## config.mk

```make
export PLATFORM = sky130hd
export DESIGN_NAME = bsp_seq
export DESIGN_NICKNAME = d
export VERILOG_FILES = /design/src/hdl/bsp_pkg.sv /design/src/hdl/bsp_seq.sv
export SDC_FILE = /design/constraint.sdc
export NUM_CORES = 1
export LEC_CHECK = 0
export BUFFER_PORTS_ARGS = -buffer_cell sky130_fd_sc_hd__buf_2
export CAP_MARGIN = 20
export CORE_ASPECT_RATIO = 2
export CORE_MARGIN = 2
export CORE_UTILIZATION = 30
export DETAILED_ROUTE_END_ITERATION = 6
export HOLD_SLACK_MARGIN = 0.03
export PLACE_DENSITY = 0.46
export SYNTH_ARGS = -nofsm -noshare
export SYNTH_HDL_FRONTEND = slang
export SYNTH_SLANG_ARGS = --single-unit
```

## constraint.sdc

```tcl
create_clock -name clk -period 5.1 [get_ports clk]
set_clock_uncertainty 0.2 [all_clocks]
set_input_delay 0.765 -clock clk [delete_from_list [all_inputs] [get_ports clk]]
set_output_delay 0.765 -clock clk [all_outputs]
set_load 0.02 [all_outputs]
```

## src/hdl/bsp_pkg.sv

```systemverilog
// Shared types and constants for the binary search probe counter.
package bsp_pkg;

  localparam int TABLE_DEPTH = 1024;
  localparam int ADDR_W      = $clog2(TABLE_DEPTH);
  localparam int INDEX_W     = 10;
  localparam int COUNT_W     = 11;
  localparam int DATA_W      = 32;
  localparam int PROBE_W     = 4;
  localparam logic [PROBE_W-1:0] PROBE_MAX = PROBE_W'(15);

  typedef enum logic {
    MODE_WRITE  = 1'b0,
    MODE_SEARCH = 1'b1
  } mode_t;

  typedef struct packed {
    mode_t                     mode;
    logic [INDEX_W-1:0]        entry_index;
    logic signed [DATA_W-1:0]  entry_value;
    logic signed [DATA_W-1:0]  search_key;
  } in_t;

  typedef struct packed {
    logic [PROBE_W-1:0] probe_count;
    logic               key_found;
  } out_t;

  typedef enum logic [1:0] {
    S_IDLE,
    S_READ,
    S_CMP,
    S_DONE
  } seq_state_t;

  // Request side of the search sequencer.
  typedef struct packed {
    logic                     start;
    logic signed [DATA_W-1:0] key;
    logic [COUNT_W-1:0]       count;
    logic                     res_ready;
  } search_req_t;

  // Status side of the search sequencer.
  typedef struct packed {
    logic busy;
    logic done;
    out_t result;
  } search_rsp_t;

endpackage

```

## src/hdl/bsp_seq.sv

```systemverilog
// Binary search sequencer: one table read and one compare per probe.
module bsp_seq (
  input  logic                           clk,
  input  logic                           rst,
  input  bsp_pkg::search_req_t           req,
  output bsp_pkg::search_rsp_t           rsp,
  output logic                           rd_en,
  output logic [bsp_pkg::ADDR_W-1:0]     rd_addr,
  input  logic [bsp_pkg::DATA_W-1:0]     rd_data
);

  bsp_pkg::seq_state_t state, state_next;

  logic signed [bsp_pkg::DATA_W-1:0] key, key_next;
  logic [bsp_pkg::COUNT_W-1:0]       lo, lo_next;
  logic [bsp_pkg::COUNT_W-1:0]       hi_x, hi_x_next;   // exclusive upper bound
  logic [bsp_pkg::COUNT_W-1:0]       mid, mid_next;
  logic [bsp_pkg::COUNT_W-1:0]       mid_calc;
  logic [bsp_pkg::PROBE_W-1:0]       probes, probes_next;
  logic                              found, found_next;
  logic                              span_open;
  logic signed [bsp_pkg::DATA_W-1:0] entry;

  assign span_open = lo < hi_x;
  assign mid_calc  = lo + ((hi_x - lo - bsp_pkg::COUNT_W'(1)) >> 1);
  assign entry     = $signed(rd_data);

  assign rd_en   = (state == bsp_pkg::S_READ) && span_open;
  assign rd_addr = mid_calc[bsp_pkg::ADDR_W-1:0];

  always_ff @(posedge clk) begin
    if (rst) begin
      state  <= bsp_pkg::S_IDLE;
      lo     <= '0;
      hi_x   <= '0;
      probes <= '0;
      found  <= 1'b0;
    end else begin
      state  <= state_next;
      lo     <= lo_next;
      hi_x   <= hi_x_next;
      probes <= probes_next;
      found  <= found_next;
    end
  end

  always_ff @(posedge clk) begin
    key <= key_next;
    mid <= mid_next;
  end

  always_comb begin
    state_next  = state;
    key_next    = key;
    lo_next     = lo;
    hi_x_next   = hi_x;
    mid_next    = mid;
    probes_next = probes;
    found_next  = found;
    case (state)
      bsp_pkg::S_IDLE: begin
        if (req.start) begin
          key_next    = req.key;
          lo_next     = '0;
          hi_x_next   = req.count;
          probes_next = '0;
          found_next  = 1'b0;
          state_next  = bsp_pkg::S_READ;
        end
      end
      bsp_pkg::S_READ: begin
        if (span_open) begin
          mid_next   = mid_calc;
          state_next = bsp_pkg::S_CMP;
        end else begin
          state_next = bsp_pkg::S_DONE;
        end
      end
      bsp_pkg::S_CMP: begin
        if (probes != bsp_pkg::PROBE_MAX) begin
          probes_next = probes + bsp_pkg::PROBE_W'(1);
        end
        if (key == entry) begin
          found_next = 1'b1;
          state_next = bsp_pkg::S_DONE;
        end else if (key < entry) begin
          hi_x_next  = mid;
          state_next = bsp_pkg::S_READ;
        end else begin
          lo_next    = mid + bsp_pkg::COUNT_W'(1);
          state_next = bsp_pkg::S_READ;
        end
      end
      bsp_pkg::S_DONE: begin
        if (req.res_ready) begin
          state_next = bsp_pkg::S_IDLE;
        end
      end
      default: begin
        state_next = bsp_pkg::S_IDLE;
      end
    endcase
  end

  assign rsp.busy               = state != bsp_pkg::S_IDLE;
  assign rsp.done               = state == bsp_pkg::S_DONE;
  assign rsp.result.probe_count = probes;
  assign rsp.result.key_found   = found;

  // A compare always follows the read that fetched its entry.
  a_cmp_after_read: assert property (@(posedge clk) disable iff (rst)
    (state == bsp_pkg::S_CMP) |-> $past(state == bsp_pkg::S_READ))
    else $error("compare without a preceding read");

  // The search window never inverts and never leaves the table.
  a_window: assert property (@(posedge clk) disable iff (rst)
    (state == bsp_pkg::S_READ) |->
      (lo <= hi_x) && (hi_x <= bsp_pkg::COUNT_W'(bsp_pkg::TABLE_DEPTH)))
    else $error("search window out of range");

  // A hit needs at least one probe.
  a_hit_probed: assert property (@(posedge clk) disable iff (rst)
    (state == bsp_pkg::S_DONE && found) |-> (probes != '0))
    else $error("hit reported with no probe");

  // The probed address lies inside the live window.
  a_probe_in_window: assert property (@(posedge clk) disable iff (rst)
    (state == bsp_pkg::S_CMP) |-> (mid >= lo) && (mid < hi_x))
    else $error("probe outside window");

endmodule
```

==> flow_metrics.py <==
metrics = {
    "run_status": {
        "status": "completed",
    },
    "logic_synthesis": {
        "synth_seq_cells": 72,
        "async_reset_ff_frac": 0,
        "netlist_area_um2": 4850,
        "syn-mean-instance-area_um2": 9.75,
        "syn_inst": 497,
        "synth.distinct_cells": 53,
        "ys_warn_count": 0,
        "synth-main-ff-cell": "edfxtp_1",
        "synth_enable_flop_cells": 43,
        "syn_nets": 642,
        "yosysSeqAreaShare": 0.386,
    },
    "floorplan": {
        "fp.dieW_um": 93.9,
        "coreArea_um2": 15800,
        "start_util": 0.307,
        "rows": 65,
        "die_height_um": 184,
        "fp.dieArea_um2": 17200,
        "ios": 97,
    },
    "grt": {
        "grt_pass1_wl_mm": 21.2,
        "grt_pass1_vias": 4268,
        "grt_overflow": 0,
        "grt_max_degree": 42,
        "antenna_found_initial": 0,
        "grt_usage": 0.162,
    },
    "clocking": {
        "htree_levels": 3,
        "clock_sinks": 72,
        "cts-root-buf": "clkbuf_16",
        "cts_hold_buf": 0,
        "insertion_delay_ps": 340,
        "cts_made_buffers": 9,
        "cts_setup_buffers": 0,
        "cts_tree": "done",
        "clkTransAtPathRegs_ps": 60,
        "cts_resized": 0,
        "clk_path_buf_depth": 2,
    },
    "critical_path": {
        "worst_setup_path_start_kind": "register",
        "crit_type": "register to output pin",
        "arrival_ps": 3740,
        "end_kind": "output pin",
        "crit_required_ps": 4140,
        "worstPathMaxFanout": 7,
    },
    "sta": {
        "setup_tns_ps": 0,
        "hold_viol_final": 0,
        "slew_headroom": 0.307,
        "drv_slew": 0,
        "max_freq_mhz": 213,
        "rsz0062_at_grt": "false",
        "setup_violations": 0,
        "period_share": 0.922,
        "tightest_slew_ps": 1040,
        "min_period_ps": 4700,
    },
    "place": {
        "place_area_um2": 5460,
        "gp_congestion": 0.834,
        "hpwl_mm": 10.8,
        "io_buffers": 96,
        "dpl.cell_count": 774,
    },
    "cells_and_area": {
        "insertedDiodeCount": 0,
        "fin_nets": 729,
        "post-route-util": 0.364,
        "final_layout_size_suffix_gt1_frac": 0.205,
        "fillerInstances": 1628,
        "postLayoutCellArea_um2": 5740,
        "fin_cells": 790,
        "final_cell_mix": "buf_2 (96), inv_1 (64), ha_1 (64)",
        "final_common_cell": "buf_2",
        "syn_to_final_growth_pct": 18.4,
    },
    "power_and_ir_drop": {
        "power.total_mw": 2.80,
        "power.density_nw_per_um2": 488,
        "total_leakage_power_nw": 2.52,
        "vdd_drop_max_mv": 0.266,
    },
    "drt": {
        "viasPerCell": 5.01,
        "m1WireLength_mm": 4.73,
        "drc": 0,
        "drt_wl_total_mm": 13.6,
        "vias": 3956,
        "wl_met2_mm": 7.77,
        "ant_nets": 0,
        "drt_iter0_drc": 145,
        "top_layer": "met4",
        "wl_per_cell_um": 17.2,
        "dr.pass1.iters": 5,
        "routed-wl-met3_um": 597,
    },
    "hold_path": {
        "hold_class": "register to register",
    },
    "flow_run": {
        "maxCapViolCount": 0,
    },
}
per-layer routing:
layer | vias up | track usage
met5 | - | 0
li1 | 1965 | -
met4 | 0 | 0.0701
met2 | 103 | 0.321
met1 | 1861 | 0.155
met3 | 27 | 0.0332
cell usage after synthesis, types with 5 or more instances:
cell type	number	area share
ha_1	64	0.17
inv_1	64	0.050
edfxtp_1	43	0.27
a21oi_1	33	0.034
dfxtp_1	29	0.12
nand2_1	28	0.022
nor2_1	26	0.020
o21ai_0	16	0.017
nand3_1	15	0.015
xnor2_1	15	0.027
mux2i_1	13	0.027
a211o_1	12	0.022
buf_4	11	0.017
nand4_1	11	0.014
o31ai_1	11	0.017
xor2_1	10	0.018
o32ai_1	9	0.016
a21o_1	7	0.011
nor3_1	7	0.0072
clkbuf_1	6	0.0046
nand2b_1	6	0.0077
and3_1	5	0.0065
through the flow:
stage | hold WS [ps] | worst slack (ps)
6_report | 253 | 398
2_1_floorplan | 232 | 1200
3_5_place_dp | 252 | 733
4_1_cts | 260 | 331
3_3_place_gp | 239 | 813
5_1_grt | 294 | 23.2
cells by family (layout without fill, tap and decap cells):
logic type               after synthesis  after routing  synth area share
multiplexers                          13             13            0.0269
flip-flops                            72             72             0.386
AND/OR/NAND/NOR                      121            121             0.130
XOR/XNOR                              25             25            0.0452
adder cells (fa/ha/maj)               66             66             0.174
AO/OA/AOI/OAI                        112            112             0.159
buffers and inverters                 88            180            0.0793
registers in the layout (all words and copies together) (netlist names):
| signal | count |
|---|---|
| key | 32 |
| probes | 4 |
| state | 2 |
| lo | 11 |
| mid | 11 |
| hi_x | 11 |
| found | 1 |
worst paths after layout:
path,start,end,slack (ps),cells after the start
max,lo[1]$_SDFFE_PP0P_,rd_addr[9],400,13
max reg2reg,lo[1]$_SDFFE_PP0P_,mid[10]$_DFFE_PP_,1370,13
min reg2reg,found$_SDFFE_PP0P_,found$_SDFFE_PP0P_,250,2
min,found$_SDFFE_PP0P_,found$_SDFFE_PP0P_,250,2
worst max-delay path, stage by stage (launching register included):
cell	delay, ps
dfxtp_1	520
inv_1	80
ha_1	310
and3b_1	180
o21ai_0	150
nand2b_1	130
xor2_1	160
ha_1	320
a21oi_1	230
o21bai_1	100
a21oi_1	260
o21ai_0	240
o311ai_0	460
buf_2	250
cell type report:
class                      count  area, µm²  share of cell area
clock buffer                  10        229              0.0399
tap                          201        251              0.0438
inverter                      64        240              0.0419
clock inverter                 6       45.0             0.00785
multi-input combinational    337       2590               0.451
timing repair buffer         100        510              0.0890
sequential                    72       1870               0.326
report_power, final:
part	leakage, nW	total (mW)	internal (mW)	switching, mW
registers	0.641	0.902	0.795	0.107
clock network	0.125	0.596	0.331	0.265
logic	1.75	1.30	0.502	0.800
(Power assumes the default switching activity.)
